## src/hw/rtl/lla_pkg.sv

```systemverilog
// Shared types, constants and codes for the life-like automaton grid block.
// Used by lla_ctrl, lla_dp and the top level; depends on nothing.
package lla_pkg;

  localparam int GRID_HEIGHT = 64;
  localparam int GRID_WIDTH  = 64;

  localparam int ROW_W  = $clog2(GRID_HEIGHT);
  localparam int COL_W  = $clog2(GRID_WIDTH);
  localparam int CNT_W  = $clog2(GRID_HEIGHT + 2);
  localparam int MASK_W = 9;
  localparam int CFG_IDX_W = 2;

  localparam logic [1:0] ACT_WRITE   = 2'd0;
  localparam logic [1:0] ACT_READ    = 2'd1;
  localparam logic [1:0] ACT_ADVANCE = 2'd2;

  localparam logic [CFG_IDX_W-1:0] REG_BIRTH   = CFG_IDX_W'(0);
  localparam logic [CFG_IDX_W-1:0] REG_SURVIVE = CFG_IDX_W'(1);

  localparam logic [MASK_W-1:0] BIRTH_RESET   = MASK_W'(8);
  localparam logic [MASK_W-1:0] SURVIVE_RESET = MASK_W'(12);

  typedef struct packed {
    logic [1:0] action;
    logic [5:0] cell_row;
    logic [5:0] cell_col;
    logic       alive_in;
  } item_t;

  typedef struct packed {
    logic       alive_out;
    logic [1:0] done_action;
  } result_t;

  typedef enum logic [1:0] {
    S_IDLE,
    S_ACCESS,
    S_STEP
  } state_e;

  typedef struct packed {
    logic             load;
    logic [ROW_W-1:0] rd_addr;
    logic             win_clear;
    logic             win_shift;
    logic             dn_zero;
    logic             wr_cell;
    logic             wr_step;
    logic [ROW_W-1:0] wr_addr;
    logic             cap_read;
    logic             finish;
  } cmd_t;

  typedef struct packed {
    logic [1:0] action;
  } status_t;

endpackage

```

## src/hw/rtl/lla_ctrl.sv

```systemverilog
// Controller: state machine and row counter that sequence cell access and
// generation steps. Depends on lla_pkg.
module lla_ctrl (
  input  logic             clk_i,
  input  logic             rst_ni,
  input  logic             start,
  input  lla_pkg::item_t   item_i,
  input  lla_pkg::status_t status_i,
  output lla_pkg::cmd_t    cmd_o,
  output logic             busy
);
  import lla_pkg::*;

  state_e           state_q, state_d;
  logic [CNT_W-1:0] cnt_q, cnt_d;

  always_ff @(posedge clk_i or negedge rst_ni) begin
    if (!rst_ni) begin
      state_q <= S_IDLE;
      cnt_q   <= '0;
    end else begin
      state_q <= state_d;
      cnt_q   <= cnt_d;
    end
  end

  always_comb begin
    state_d = state_q;
    cnt_d   = cnt_q;
    cmd_o   = '0;
    busy    = 1'b1;
    unique case (state_q)
      S_IDLE: begin
        busy = 1'b0;
        if (start) begin
          cmd_o.load = 1'b1;
          unique case (item_i.action) inside
            ACT_WRITE, ACT_READ: begin
              cmd_o.rd_addr = ROW_W'(item_i.cell_row);
              state_d       = S_ACCESS;
            end
            ACT_ADVANCE: begin
              cmd_o.rd_addr   = '0;
              cmd_o.win_clear = 1'b1;
              cnt_d           = CNT_W'(1);
              state_d         = S_STEP;
            end
            default: begin
              cmd_o.finish = 1'b1;
            end
          endcase
        end
      end
      S_ACCESS: begin
        cmd_o.wr_cell  = (status_i.action == ACT_WRITE);
        cmd_o.cap_read = (status_i.action == ACT_READ);
        cmd_o.finish   = 1'b1;
        state_d        = S_IDLE;
      end
      S_STEP: begin
        cmd_o.rd_addr   = ROW_W'(cnt_q);
        cmd_o.win_shift = 1'b1;
        cmd_o.dn_zero   = (cnt_q > CNT_W'(GRID_HEIGHT));
        cmd_o.wr_step   = (cnt_q >= CNT_W'(2));
        cmd_o.wr_addr   = ROW_W'(cnt_q - CNT_W'(2));
        if (cnt_q == CNT_W'(GRID_HEIGHT + 1)) begin
          cmd_o.finish = 1'b1;
          state_d      = S_IDLE;
        end else begin
          cnt_d = cnt_q + CNT_W'(1);
        end
      end
      default: begin
        state_d = S_IDLE;
      end
    endcase
  end

  a_step_bound: assert property (@(posedge clk_i) disable iff (!rst_ni)
    state_q == S_STEP |-> cnt_q >= CNT_W'(1) && cnt_q <= CNT_W'(GRID_HEIGHT + 1))
    else $error("step counter out of range");

  a_access_once: assert property (@(posedge clk_i) disable iff (!rst_ni)
    state_q == S_ACCESS |=> state_q == S_IDLE)
    else $error("cell access lasted more than one cycle");

  a_step_entry: assert property (@(posedge clk_i) disable iff (!rst_ni)
    state_q == S_IDLE && start && item_i.action == ACT_ADVANCE
    |=> state_q == S_STEP && cnt_q == CNT_W'(1))
    else $error("advance did not start at the first row");

  a_step_write: assert property (@(posedge clk_i) disable iff (!rst_ni)
    cmd_o.wr_step |-> state_q == S_STEP && !cmd_o.wr_cell)
    else $error("row write outside a step");

endmodule

```

## config.mk

```make
export PLATFORM = sky130hd
export DESIGN_NAME = lla_ctrl
export DESIGN_NICKNAME = d
export VERILOG_FILES = /design/src/hw/rtl/lla_pkg.sv /design/src/hw/rtl/lla_ctrl.sv
export SDC_FILE = /design/constraint.sdc
export NUM_CORES = 1
export LEC_CHECK = 0
export BUFFER_PORTS_ARGS = -buffer_cell sky130_fd_sc_hd__clkbuf_2
export CORE_UTILIZATION = 45
export CTS_BUF_LIST = sky130_fd_sc_hd__clkbuf_4 sky130_fd_sc_hd__clkbuf_8 sky130_fd_sc_hd__clkbuf_16
export DETAILED_ROUTE_END_ITERATION = 10
export MAX_ROUTING_LAYER = met4
export PLACE_DENSITY = 0.83
export SYNTH_ARGS = -nofsm -noshare
export SYNTH_HDL_FRONTEND = slang
export SYNTH_SLANG_ARGS = --single-unit
```

## constraint.sdc

```tcl
create_clock -name clk_i -period 3.51 [get_ports clk_i]
set_input_delay 0 -clock clk_i [delete_from_list [all_inputs] [get_ports clk_i]]
set_output_delay 0 -clock clk_i [all_outputs]
set_load 0.005 [all_outputs]
```

== Yosys cells after proc, flatten, opt, wreduce, memory -nomap -nowiden ==
Cells that the tools add are included.

* Multiplexer cells: 23
* Add/subtract/negate cells: 2
* Shift operators: 0
* Bitwise operators: 0
* Multipliers: 0
* Divide/modulo/power cells: 0
* Eq/ne operators: 11
* Reduce and logical (&&, ||, !) cells: 8
* $lt $le $gt $ge: 2

{| class="wikitable"
|+ Operators with widths
! kind !! number
|-
| 2-to-1 mux 7 bit || 4
|-
| one-hot mux 7 bit (2 select lines) || 1
|-
| one-hot mux 6 bit (2 select lines) || 1
|-
| 2-to-1 mux 1 bit || 9
|-
| 2-to-1 mux 8 bit || 1
|-
| inequality test 2 bit, second input constant || 4
|-
| one-hot mux 2 bit (2 select lines) || 2
|-
| adder 7 x 1 -> 7 bit, second input constant || 1
|-
| == test 7 bit, second input constant || 1
|-
| >= comparator 7 x 2 -> 1 bit, second input constant || 1
|-
| greater-than comparator 7 bit, second input constant || 1
|-
| == test 2 x 1 -> 1 bit, second input constant || 3
|-
| logical NOT 2 bit || 3
|-
| 2-to-1 mux 2 bit || 3
|-
| 2-to-1 mux 6 bit || 1
|-
| subtractor 6 x 2 -> 6 bit, second input constant || 1
|-
| == test 2 bit, second input constant || 2
|-
| AND reduction 4 bit || 1
|-
| inequality test 3 x 2 -> 1 bit, second input constant || 1
|-
| one-hot mux 1 bit (3 select lines) || 1
|-
| AND reduction 3 bit || 1
|-
| OR reduction 3 bit || 1
|-
| nonzero test 2 bit || 1
|-
| OR reduction 2 bit || 1
|}

* Memory bits (read-only): 0
* Output and inout bits: 21
* Flip-flop bits (word level): 9
* Word-level logic and storage cells: 48
* Bits in latches: 0
* Input bits: 20
* RAM bits: 0
* Memories: 0

== Logic depth before layout (Yosys ltp) ==
* Depth after elaboration: 5
* Depth in mapped cells: 5
* Depth with buffers taken out: 5

== Least setup slack after synthesis ==
OpenSTA, ideal clock, no wires.

* Path type: reg-to-reg
* Start point: register state_q[1]
* End point: register cnt_q[6]
* Setup slack: 1.910 ns
* Path buffers: 0
* Data arrival time: 1.476 ns
* Cell stages (with the launch flop): 5
* Period minus slack after synthesis: 1.600 ns
* Data required time: 3.386 ns
* Library setup time: 0.124 ns
* Cells stage by stage: dfrtp_1 > or3b_4 > nor3b_4 > nor2_2 > a211o_1

* Word-level cells in the longest chain between the ends: 3
* Elaborated cells on any way between the ends: 8
* Those cells by class: 4 x eq/ne; 1 x mux; 3 x reduce/logical

{| class="wikitable"
|+ RTL lines
! item !! line !! text
|-
| start: declaration || lla_ctrl.sv:14 || <nowiki>state_e state_q, state_d;</nowiki>
|-
| start signal: assignment || lla_ctrl.sv:22 || <nowiki>state_q <= state_d;</nowiki>
|-
| == test 2 bit or logical NOT 2 bit (tied branches) || lla_ctrl.sv:32 || <nowiki>unique case (state_q)</nowiki>
|-
| inequality test 2 bit (no line) or nonzero test 2 bit (tied branches) || - ||
|-
| AND reduction 4 bit (no line) || - ||
|-
| end signal: assignment || lla_ctrl.sv:23 || <nowiki>cnt_q <= cnt_d;</nowiki>
|-
| end: declaration || lla_ctrl.sv:15 || <nowiki>logic [CNT_W-1:0] cnt_q, cnt_d;</nowiki>
|}

Parallel ways exist; a longest one is shown, timed or not.
A chain may end at the register's enable or synchronous reset.

== Worst setup path after layout ==
* Start point: register state_q[0]
* End point: register cnt_q[3]

Same word-level chain as after synthesis.

==> results.cfg <==
[sta]
setup_tns_ns = 0
finalSetupViolCount = 0
tightest_slew_ns = 0.565
drv_slew = 0
slew-limit-headroom_pct = 62.3
period_share_pct = 53.4
finalHoldViolations = 0
period_minus_slack_ns = 1.87
skew_ns = 0.00326
rsz0062_at_grt = false
max_freq_mhz = 533
final.setup.worst_slack_ns = 1.64

[worst_setup_path]
cp-end-kind = register
critPathArrivalTime_ns = 2.03
worstSetupStartpointType = register
critical_path_class = reg -> reg
path_max_fanout = 15
critPathRequiredTime_ns = 3.66

[pwr]
powerDensity_nw_per_um2 = 748
pwr-share-comb_pct = 58.4
seqPwrFrac_pct = 28.9
power.switching_mw = 0.336
p_leak_nw = 0.527
vdd_drop_max_v = 0.000374
swShare_pct = 46.6
internal_power_mw = 0.385
clkPwrFrac_pct = 12.7

[floorplan]
core.rowCount = 14
die_w_um = 43.1
io_pins = 41
initial_utilization_pct = 49.4
core-area_sq_um = 1540
fp.dieArea_sq_um = 1860
die_h_um = 43.1

[global_route]
grt_max_degree = 16
grt_pass1_wl_um = 3050
grt.total_usage_pct = 22.5
use_met2_pct = 36.7
overflow = 0
use_met1_pct = 28.9
antenna_found_initial = 0
grt_pass1_vias = 699
use_met3_pct = 2.55
busiest_layer = met2

[synthesis]
synth-edff-count = 0
synth_top_family_by_area = simple AND/OR/NAND/NOR gates
ys_seq_elements = 9
synth_xor_xnor_area_share_pct = 5.76
syn_area_sq_um = 761
synth.avg_cell_area_sq_um = 8.74
yosysSeqAreaShare_pct = 29.6
async_flop_share_pct = 100
synth-simple-area-share_pct = 29.3
synth-compound-area-share_pct = 19.7
synthesis.nets = 113
yosysWarnings = 0
postSynthCellCount = 87
synth.distinct_cells = 36
synth_fa_ha_area_share_pct = 9.87
synth_ff_type = dfrtp_1
synth.area.mux_share_pct = 0

[cts]
tritoncts = done
postCtsSetupBuffers = 0
clkSlewWorstSetupHoldPaths_ns = 0.07
cts-root-buf = clkbuf_4
htreeDepth = 1
cts_buffers = 3
clock_sinks = 9
clock_latency_ns = 0.27
cts.path.max_buffers = 2

[placed_design]
place_congestion = 0.853
pre_cts_ws_ns = 1.65
placement.io_buffers = 33
dpl_cell_area_sq_um = 925
dp.cells = 132
place_hpwl_um = 1440

[finish]
diodes = 0
finalInstanceArea_sq_um = 965
final_cells = 137
finish.utilization_pct = 62.6
num-nets-final = 148
area_growth_pct = 26.8
drive_gt1_share_pct = 37.2

[routing]
wl_per_cell_um = 13.7
first_pass_iters = 4
ant_nets = 0
vias_per_cell = 5.64
remaining_drc_errors = 0
drt_iter0_markers = 6
wirelength_um = 1880
vias = 773

[run]
cap_violations = 0

[status]
status = finished, final reports clean

[min_path]
min_path_type = in -> reg
[cells by family (layout without fill, tap and decap cells)]
kind of cell,after synthesis,count (layout)
simple gates,37,37
flops,9,9
buf+inv,10,44
fa+ha+maj,6,6
xor+xnor,5,5
compound gates,20,20
[registers in the layout, summed over array words and instances (netlist names)]
name and flops:
state_q 2, cnt_q 7
[synth_stat cells (2+ instances only)]
cell type | n | area (sq um)
nand3_1 | 2 | 10.0
ha_1 | 6 | 75.1
a22o_1 | 5 | 43.8
a21oi_1 | 3 | 15.0
or2_2 | 2 | 12.5
nor2_1 | 9 | 33.8
xnor2_1 | 4 | 35.0
dfrtp_1 | 9 | 225
a31oi_1 | 2 | 12.5
o21ai_0 | 2 | 10.0
a211o_1 | 2 | 17.5
inv_1 | 6 | 22.5
buf_2 | 2 | 10.0
nand2_1 | 8 | 30.0
nor3_1 | 4 | 20.0
[power by group through the flow]
stage	Clock, mW	Combinational [mW]	Sequential, mW
3_5_place_dp	0	0.418	0.210
6_report	0.0916	0.422	0.208
4_1_cts	0.0926	0.423	0.207
3_3_place_gp	0	0.403	0.206
5_1_grt	0.0984	0.468	0.217
2_1_floorplan	0	0.318	0.172
[worst paths after layout]
kind                                   startpoint                endpoint  slack (ns)  cells after the start
hold reg to reg              cnt_q[0]$_DFFE_PN0P_    cnt_q[0]$_DFFE_PN0P_        0.60                      1
setup / recovery           state_q[0]$_DFFE_PN0P_    cnt_q[3]$_DFFE_PN0P_        1.64                      4
max in group asynchronous                  rst_ni  state_q[1]$_DFFE_PN0P_        3.20                      2
setup reg to reg           state_q[0]$_DFFE_PN0P_    cnt_q[3]$_DFFE_PN0P_        1.64                      4
min in group asynchronous                  rst_ni    cnt_q[1]$_DFFE_PN0P_        0.12                      2
hold / removal                         item_i[14]  state_q[0]$_DFFE_PN0P_        0.03                      2
[area by class of cell]
type                    count  area (sq um)
repair buffers             34           175
inverters                   6          22.5
fillers                   131           577
flip-flops and latches      9           225
well taps                  16          20.0
clock buffers               4          30.0
multi-input cells          68           492
[through the flow]
step	power, mW	hold slack, ns
after floorplan	0.490	-0.296
after global placement	0.610	-0.139
after detailed placement	0.628	-0.134
after CTS	0.722	0.0200
after global routing	0.783	0.0461
final	0.721	0.0255
[cell usage in the layout (no fill, tap or decap), types with 3 or more instances in the layout]
cell type,Yosys,final
nor3_1,4,4
xnor2_1,4,4
nor2_1,9,9
a21oi_1,3,3
a22o_1,5,5
clkbuf_2,0,33
dfrtp_1,9,9
clkbuf_4,0,4
nand2_1,8,8
inv_1,6,6
ha_1,6,6
[worst max-delay path, cell delays in order (launching register included)]
cell,delay [ns]
dfrtp_1,0.42
nand2b_1,0.41
a31oi_2,0.47
nor2_2,0.13
a211o_1,0.31
[routing by layer]
| layer | wire (um) | up-vias |
|---|---|---|
| li1 | - | 379 |
| met1 | 869 | 363 |
| met2 | 913 | 26 |
| met3 | 78 | 5 |
| met4 | 19 | 0 |
| met5 | 0 | - |
[timing repair]
action | 4_1_cts | 5_1_grt
endpoints found under the hold margin | 9 | 0
hold buffers | 1 | 0
resized for setup | 0 | 0
Note: power is estimated with default switching activity, not from simulation.
