### src/hw/rtl/lla_pkg.sv
// Shared types, constants and codes for the life-like automaton grid block.
// Used by lla_ctrl, lla_dp and the top level; depends on nothing.
package lla_pkg;

  localparam int GRID_HEIGHT = 64;
  localparam int GRID_WIDTH  = 64;

  localparam int ROW_W  = $clog2(GRID_HEIGHT);
  localparam int COL_W  = $clog2(GRID_WIDTH);
  localparam int CNT_W  = $clog2(GRID_HEIGHT + 2);
  localparam int MASK_W = 9;
  localparam int CFG_IDX_W = 2;

  localparam logic [1:0] ACT_WRITE   = 2'd0;
  localparam logic [1:0] ACT_READ    = 2'd1;
  localparam logic [1:0] ACT_ADVANCE = 2'd2;

  localparam logic [CFG_IDX_W-1:0] REG_BIRTH   = CFG_IDX_W'(0);
  localparam logic [CFG_IDX_W-1:0] REG_SURVIVE = CFG_IDX_W'(1);

  localparam logic [MASK_W-1:0] BIRTH_RESET   = MASK_W'(8);
  localparam logic [MASK_W-1:0] SURVIVE_RESET = MASK_W'(12);

  typedef struct packed {
    logic [1:0] action;
    logic [5:0] cell_row;
    logic [5:0] cell_col;
    logic       alive_in;
  } item_t;

  typedef struct packed {
    logic       alive_out;
    logic [1:0] done_action;
  } result_t;

  typedef enum logic [1:0] {
    S_IDLE,
    S_ACCESS,
    S_STEP
  } state_e;

  typedef struct packed {
    logic             load;
    logic [ROW_W-1:0] rd_addr;
    logic             win_clear;
    logic             win_shift;
    logic             dn_zero;
    logic             wr_cell;
    logic             wr_step;
    logic [ROW_W-1:0] wr_addr;
    logic             cap_read;
    logic             finish;
  } cmd_t;

  typedef struct packed {
    logic [1:0] action;
  } status_t;

endpackage

### src/hw/rtl/lla_ram.sv
// Generic single-write, single-read RAM with registered read data.
// Standalone; no package dependency.
module lla_ram #(
  parameter int WIDTH = 8,
  parameter int DEPTH = 16
) (
  input  logic                     clk_i,
  input  logic                     we_i,
  input  logic [$clog2(DEPTH)-1:0] waddr_i,
  input  logic [WIDTH-1:0]         wdata_i,
  input  logic [$clog2(DEPTH)-1:0] raddr_i,
  output logic [WIDTH-1:0]         rdata_o
);

  logic [WIDTH-1:0] mem [DEPTH];
  logic [WIDTH-1:0] rdata_q;

  always_ff @(posedge clk_i) begin
    if (we_i) begin
      mem[waddr_i] <= wdata_i;
    end
    rdata_q <= mem[raddr_i];
  end

  assign rdata_o = rdata_q;

endmodule

### src/hw/rtl/lla_dp.sv
// Datapath: grid memory with per-row valid bits, three-row window, rule lanes
// for one row per cycle, item and result registers. Depends on lla_pkg, lla_ram.
module lla_dp (
  input  logic                              clk_i,
  input  logic                              rst_ni,
  input  lla_pkg::item_t                    item_i,
  input  lla_pkg::cmd_t                     cmd_i,
  input  logic [lla_pkg::MASK_W-1:0]        birth_mask_i,
  input  logic [lla_pkg::MASK_W-1:0]        survive_mask_i,
  output lla_pkg::status_t                  status_o,
  output logic                              done_o,
  output lla_pkg::result_t                  result_o
);
  import lla_pkg::*;

  item_t                 item_q;
  logic                  inside_q;
  logic [ROW_W-1:0]      rd_addr_q;
  logic [GRID_HEIGHT-1:0] valid_q;
  logic [GRID_WIDTH-1:0] ram_rdata;
  logic [GRID_WIDTH-1:0] row_rd;
  logic [GRID_WIDTH-1:0] mid_q, dn_q;
  logic [GRID_WIDTH-1:0] win_dn;
  logic [GRID_WIDTH-1:0] next_row;
  logic [GRID_WIDTH-1:0] cell_row_word;
  logic                  wr_en;
  logic [ROW_W-1:0]      wr_addr;
  logic [GRID_WIDTH-1:0] wr_data;
  logic                  done_q;
  result_t               res_q;

  lla_ram #(
    .WIDTH(GRID_WIDTH),
    .DEPTH(GRID_HEIGHT)
  ) u_grid (
    .clk_i  (clk_i),
    .we_i   (wr_en),
    .waddr_i(wr_addr),
    .wdata_i(wr_data),
    .raddr_i(cmd_i.rd_addr),
    .rdata_o(ram_rdata)
  );

  always_ff @(posedge clk_i) begin
    rd_addr_q <= cmd_i.rd_addr;
    if (cmd_i.load) begin
      item_q   <= item_i;
      inside_q <= (int'(item_i.cell_row) < GRID_HEIGHT) &&
                  (int'(item_i.cell_col) < GRID_WIDTH);
    end
    if (cmd_i.win_clear) begin
      mid_q <= '0;
      dn_q  <= '0;
    end else if (cmd_i.win_shift) begin
      mid_q <= dn_q;
      dn_q  <= win_dn;
    end
  end

  assign row_rd = valid_q[rd_addr_q] ? ram_rdata : '0;
  assign win_dn = cmd_i.dn_zero ? '0 : row_rd;

  // one rule lane per column
  always_comb begin
    logic [GRID_WIDTH+1:0] up_p, ct_p, dn_p;
    logic [3:0]            cnt;
    logic [MASK_W-1:0]     rule;
    up_p = {1'b0, mid_q, 1'b0};
    ct_p = {1'b0, dn_q, 1'b0};
    dn_p = {1'b0, win_dn, 1'b0};
    next_row = '0;
    for (int c = 0; c < GRID_WIDTH; c++) begin
      cnt = 4'(up_p[c]) + 4'(up_p[c+1]) + 4'(up_p[c+2])
          + 4'(ct_p[c]) + 4'(ct_p[c+2])
          + 4'(dn_p[c]) + 4'(dn_p[c+1]) + 4'(dn_p[c+2]);
      rule = ct_p[c+1] ? survive_mask_i : birth_mask_i;
      next_row[c] = rule[cnt];
    end
  end

  always_comb begin
    cell_row_word = row_rd;
    cell_row_word[COL_W'(item_q.cell_col)] = item_q.alive_in;
  end

  assign wr_en   = cmd_i.wr_step | (cmd_i.wr_cell & inside_q);
  assign wr_addr = cmd_i.wr_step ? cmd_i.wr_addr : ROW_W'(item_q.cell_row);
  assign wr_data = cmd_i.wr_step ? next_row : cell_row_word;

  always_ff @(posedge clk_i or negedge rst_ni) begin
    if (!rst_ni) begin
      valid_q <= '0;
      done_q  <= 1'b0;
    end else begin
      if (wr_en) begin
        valid_q[wr_addr] <= 1'b1;
      end
      done_q <= cmd_i.finish;
    end
  end

  always_ff @(posedge clk_i) begin
    if (cmd_i.finish) begin
      res_q.done_action <= cmd_i.load ? item_i.action : item_q.action;
      res_q.alive_out   <= cmd_i.cap_read && inside_q &&
                           row_rd[COL_W'(item_q.cell_col)];
    end
  end

  assign status_o.action = item_q.action;
  assign done_o          = done_q;
  assign result_o        = res_q;

endmodule

### config.mk
export PLATFORM = sky130hd
export DESIGN_NAME = lla_dp
export DESIGN_NICKNAME = d
export VERILOG_FILES = /design/src/hw/rtl/lla_pkg.sv /design/src/hw/rtl/lla_ram.sv /design/src/hw/rtl/lla_dp.sv
export SDC_FILE = /design/constraint.sdc
export NUM_CORES = 2
export LEC_CHECK = 0
export BUFFER_PORTS_ARGS = -buffer_cell sky130_fd_sc_hd__buf_2
export CORE_ASPECT_RATIO = 0.6
export CORE_UTILIZATION = 50
export CTS_BUF_LIST = sky130_fd_sc_hd__clkbuf_8
export CTS_CLUSTER_DIAMETER = 150
export DETAILED_ROUTE_END_ITERATION = 10
export PLACE_DENSITY = 0.7
export SETUP_SLACK_MARGIN = 0.4
export SLEW_MARGIN = 10
export SYNTH_ARGS = -nofsm -noshare
export SYNTH_HDL_FRONTEND = slang
export SYNTH_HIERARCHICAL = 1
export SYNTH_SLANG_ARGS = --single-unit
### constraint.sdc
create_clock -name clk_i -period 10.7 [get_ports clk_i]
set_input_delay 1.605 -clock clk_i [delete_from_list [all_inputs] [get_ports clk_i]]
set_output_delay 1.605 -clock clk_i [all_outputs]
set_load 0.01 [all_outputs]
Word-level counts from Yosys, hierarchy flattened
Memories as Yosys holds them, arrays and structs flattened. A register that Yosys moved wholly into a read port is not among the register bits.
Cells that the tools add are included.
- add/sub/neg operators: 441
- multiply operators: 0
- divide/modulo/power cells: 0
- magnitude comparators: 69
- eq/ne operators: 0
- shifts and indexed selects: 0
- multiplexer cells: 208
- bitwise logic cells: 2
- reductions and logical operators: 3
- operators with widths (kind ; count):
    $add 4x1->4 ; 252
    $mux 9 ; 64
    $lt 4x5->1 const B ; 64
    $bmux 1 s4 ; 64
    $add 3x1->4 ; 63
    $mux 64 ; 3
    $add 2x1->3 ; 63
    $add 1x1->2 ; 63
    $mux 1 ; 70
    $bwmux 64 ; 1
    $or 64x64->64 ; 1
    $lt 6x7->1 const B ; 3
    $bmux 1 s6 ; 2
    $demux 1 s6 ; 2
    $ge 6x1->1 const B ; 2
    $mux 6 ; 1
    $logic_and 1x1->1 ; 3
    $mux 2 ; 1
    $or 1x1->1 ; 1
- bits in registers: 217
- bits in latches: 0
- bits in writable memories: 4096
- ROM bits: 0
- bits of input ports: 55
- output and inout bits: 6
- logic and storage cells: 735
- memories kept: 1
- memories (name ; depth ; bits a word ; rd ports ; clocked after memory_dff ; write ports ; line ; RTL):
    u_grid.mem ; 64 ; 64 ; 1 ; 1 ; 1 ; lla_ram.sv:15 ; logic [WIDTH-1:0] mem [DEPTH];

Longest topological paths before layout
- word-level depth: 10
- gate-level depth with buffers: 22

Modules after synthesis
The synthesis kept the hierarchy.
- modules (own cells, without submodules) (module ; instances ; cells each ; area an instance (um^2)):
    lla_ram ; 1 ; 6812 ; 156888.0
    lla_dp ; 1 ; 3204 ; 31597.8

Least setup slack after synthesis
No wires, ideal clock.
- kind: input port to flip-flop
- start point: input port cmd_i[8] in the netlist's numbering
- end point: memory u_grid/mem[48][0] in the netlist's numbering, enable pin
- setup time: 0.565 ns
- arrival: 7.332 ns
- slack: 2.803 ns
- stages on the path: 6
- cell sequence: clkbuf_1 mux2i_1 inv_1 clkbuf_1 or3_1 nor3_1
- RTL lines (what ; line ; RTL):
    start: declaration ; lla_dp.sv:7 ; input lla_pkg::cmd_t cmd_i,
    $mux 6 ; lla_dp.sv:87 ; assign wr_addr = cmd_i.wr_step ? cmd_i.wr_addr : ROW_W'(item_q.cell_row);
    via wr_addr[2] ; lla_dp.sv:27 ; logic [ROW_W-1:0] wr_addr;
    end: declaration ; lla_ram.sv:15 ;
The timed path passes the listed nets, and every way through them passes these cells.

Worst setup path after layout
- start point: register rd_addr_q[4]
- end point: memory u_grid/mem[56][52] in the netlist's numbering (data pin)
- word-level cells in the longest chain between the ends: 10
- RTL lines (what ; line ; RTL):
    start: declaration ; lla_dp.sv:18 ; logic [ROW_W-1:0] rd_addr_q;
    start signal: assignment ; lla_dp.sv:45 ; rd_addr_q <= cmd_i.rd_addr;
    $bmux 1 s6 * ; lla_dp.sv:60 ; assign row_rd = valid_q[rd_addr_q] ? ram_rdata : '0;
    $mux 1 (implied by the code) * ; lla_dp.sv:60 ;
    $mux 64 * ; lla_dp.sv:60 ;
    $mux 64 ; lla_dp.sv:61 ; assign win_dn = cmd_i.dn_zero ? '0 : row_rd;
    $add 4x1->4 (3 in series) ; lla_dp.sv:75 ; + 4'(dn_p[c]) + 4'(dn_p[c+1]) + 4'(dn_p[c+2]);
    $bmux 1 s4 ; lla_dp.sv:77 ; next_row[c] = rule[cnt];
    $mux 1 (implied by the code) ; lla_dp.sv:77 ;
    $mux 64 * ; lla_dp.sv:88 ; assign wr_data = cmd_i.wr_step ? next_row : cell_row_word;
    via wr_data[52] ; lla_dp.sv:28 ; logic [GRID_WIDTH-1:0] wr_data;
The timed path passes the listed nets; every way through them passes the cells marked *. The select of a mux whose other input is x is not followed.

==> flow_metrics.env <==
export IMPL_crit_type="flop to flop"
export IMPL_yosys_area_top_type="edfxtp_1"
export IMPL_num_rows=174
export IMPL_yosysTopAreaCellShare_pct=65.54
export IMPL_hold_start="valid_q[18]$_DFFE_PN0P_"
export IMPL_async_reset_ff_share_pct=1.485
export IMPL_setup_ws_ps=3036
export IMPL_synthTopCellsByArea="edfxtp_1, mux4_2, fa_1"
export IMPL_min_period_ps=7664
export IMPL_h_tree_depth=6
export IMPL_synth_edf_count=4114
export IMPL_power_density_nw_per_um2=178.3
export IMPL_dieHeight_um=477.6
export IMPL_place_ws_ps=3149
export IMPL_required_ps=11400
export IMPL_hpwlAfterDp_mm=318.7
export IMPL_gp_congestion=0.9684
export IMPL_max_freq_mhz=130.5
export IMPL_setup_violations=0
export IMPL_grt_pass1_vias=105098
export IMPL_grt_pass1_wl_mm=820.0
export IMPL_tightestPinTransition_ps=1357
export IMPL_ctsHoldBuffers=0
export IMPL_cts_resized=0
export IMPL_fp_dieArea_um2=379500
export IMPL_firstDrtPassIters=9
export IMPL_avgSynthCellArea_um2=18.82
export IMPL_clockBufferDepth=4
export IMPL_io_buffers=60
export IMPL_cts_tree="yes"
export IMPL_fin_crit_sh_pct=71.63
export IMPL_syn_area_um2=188500
export IMPL_reg2reg_slack_ps=3040
export IMPL_status="finished, violations left"
export IMPL_antenna_found_initial=31
export IMPL_drtIter0Drc=19854
export IMPL_max_vdd_ir_drop_mv=0.1447
export IMPL_wire_per_inst_um=37.45
export IMPL_critical_path_max_fanout=64
export IMPL_reg2reg_depth=20
export IMPL_slew_limit_headroom_pct=9.336
export IMPL_fill_cells=28017
export IMPL_slew_viol_final=0
export IMPL_nets=10792
export IMPL_drive_above_1_share_pct=24.44
export IMPL_worstPathArrival_ps=8370
export IMPL_start_util_pct=50.28
export IMPL_final_setup_tns_ps=0
export IMPL_grt_setup_unrepaired="false"
export IMPL_whs_path_depth=1
export IMPL_num_vias=109034
export IMPL_numCtsBuffers=603
export IMPL_grt_ovfl_total=0
export IMPL_route_detailed_drc=2
export IMPL_synthCells=10016
export IMPL_yosysWarnings=6
export IMPL_viasPerCell=6.907
export IMPL_ys_seq_area_share_pct=68.51
export IMPL_grt_max_degree=128
export IMPL_maxCapViolCount=0
export IMPL_clk_insertion_delay_late_ps=1150
export IMPL_worst_r2r_endpoint="u_grid/mem[56][52]$_DFFE_PP_"
export IMPL_io_pins=61
export IMPL_ant_nets=0
export IMPL_ys_flop_type="edfxtp_1"
export IMPL_fin_util_pct=55.20
export IMPL_drt_total_wl_mm=591.3
export IMPL_finalHoldViolCount=0
export IMPL_area_delta_synth_final_pct=9.799
export IMPL_holdCritPathClass="flop to flop"
export IMPL_clock_sinks=4377
export IMPL_leakagePower_nw=67.53
export IMPL_die_x_um=794.6
export IMPL_synth_seq_cells=4377
export IMPL_cts_setup_buffers=0
export IMPL_skew_ps=88.64
export IMPL_grtUsageTotal_pct=30.72
export IMPL_cts_root_buf="clkbuf_8"
export IMPL_syn_nets=10511
export IMPL_cp_start_kind="flop"
export IMPL_whs_endpoint="valid_q[18]$_DFFE_PN0P_"
export IMPL_clk_pin_slew_ps=60
export IMPL_core_region_area_um2=374900
export IMPL_cp_end_kind="flop"
export IMPL_synth_distinct_cells=64
export IMPL_reg2reg_from="rd_addr_q[4]$_DFF_P_"
export IMPL_violations="design-rule violations"
==> worst max-delay path by stage <==
stage                               startpoint                           end  cells after the start
after floorplan                       cmd_i[8]   u_grid/mem[48][0]$_DFFE_PP_                      6
final                     rd_addr_q[4]$_DFF_P_  u_grid/mem[56][52]$_DFFE_PP_                     20
after CTS                 rd_addr_q[4]$_DFF_P_  u_grid/mem[49][16]$_DFFE_PP_                     19
after detailed placement  rd_addr_q[4]$_DFF_P_  u_grid/mem[62][16]$_DFFE_PP_                     19
after global placement    rd_addr_q[2]$_DFF_P_   u_grid/mem[8][16]$_DFFE_PP_                     20
after global routing      rd_addr_q[2]$_DFF_P_  u_grid/mem[56][52]$_DFFE_PP_                     21
==> logic make-up after synthesis <==
logic type,synth area share (%)
AO/OA/AOI/OAI,3.789
multiplexers,17.79
flip-flops,68.51
buffers and inverters,2.596
AND/OR/NAND/NOR,3.108
adder cells (fa/ha/maj),3.924
XOR/XNOR,0.2881
==> registers in the layout, summed over array words and instances, names as in the netlist <==
register,count
dn_q,64
done_o,1
item_q,13
mid_q,64
rd_addr_q,6
result_o,3
status_o,2
u_grid/mem,4096
u_grid/rdata_o,64
valid_q,64
==> power breakdown <==
part	switching, mW	total, mW	internal [mW]
logic	3.05	4.58	1.52
registers	0.294	20.1	19.8
clock network	6.41	12.2	5.79
==> synthesized netlist by cell type (all sizes together), types with 4 or more instances <==
cell and instances:
a21o 64, nor2 281, a31oi 48, dfrtp 65, and2 9, o221ai 32
dfxtp 198, nor2b 87, o21a 94, edfxtp 4114, a22oi 141, a211oi 17
o31ai 66, mux2i 378, o32ai 62, buf 270, nand4 80, a21oi 316
clkbuf 429, o22ai 88, nand3 201, and3 15, mux4 1285, or2 12
nand2 284, o21ai 59, ha 188, xor2 61, mux2 71, nand3b 69
a21boi 5, nor3 5, o211ai 52, fa 252, o22a 4, o2111ai 11
inv 441, nand2b 19, or3 119
==> through the flow <==
stage / instance area, µm² / total power [mW] / hold WS, ps / instances
final: 207000 / 36.90 / 454.2 / 15787
after CTS: 206800 / 36.82 / 458.0 / 15758
after detailed placement: 196000 / 24.92 / 443.5 / 14706
after global placement: 196000 / 24.75 / 437.3 / 14705
after global routing: 206900 / 37.90 / 472.5 / 15778
after floorplan: 188500 / 23.24 / 427.1 / 10016
==> worst max-delay path: stages, from the launching register on <==
cell	delay (ps)
dfxtp_1	540
mux2i_1	140
mux4_2	470
and2_4	190
nor4_1	810
a22o_2	560
buf_12	250
nand2_1	420
fa_1	1060
fa_1	520
inv_1	80
ha_1	160
inv_1	60
fa_1	400
xor2_1	320
mux2_2	390
nor2_1	90
a21oi_1	50
a21oi_1	250
a21oi_4	40
buf_4	270
==> final cells by class <==
type	count	area, µm²	share of cell area, %
Antenna cell	27	67.56	0.03265
Timing Repair Buffer	375	3188	1.540
Sequential cell	4377	129100	62.40
Clock inverter	417	2118	1.024
Inverter	442	1659	0.8017
Tap cell	5016	6276	3.033
Clock buffer	635	8740	4.223
Multi-Input combinational cell	4498	55780	26.95
==> cells in the final DEF, fill, tap and decap left out, types with 64 or more instances in the layout <==
master	instances
dfxtp_1	197
nand3b_1	69
mux4_2	1285
ha_1	188
clkbuf_8	637
nor2b_1	84
a22oi_1	140
fa_1	252
o22ai_1	88
a21o_1	64
mux2_2	71
clkinv_1	122
edfxtp_1	4114
nand2_1	280
inv_1	643
dfrtp_1	65
or3_1	119
mux2i_1	378
a21oi_1	255
nand3_1	201
buf_4	279
nor2_4	64
nor2_1	213
o21a_1	94
nand4_1	80
==> per-layer routing <==
| metal | wire length [µm] | up-vias | global-route usage (%) |
|---|---|---|---|
| li1 | - | 41089 | - |
| met2 | 244700 | 9664 | 42.16 |
| met4 | 23990 | 20 | 10.55 |
| met1 | 219900 | 56825 | 45.59 |
| met3 | 102500 | 1436 | 11.13 |
| met5 | 172 | - | 0.1003 |
No activity file was read; power rests on OpenSTA's default activity.
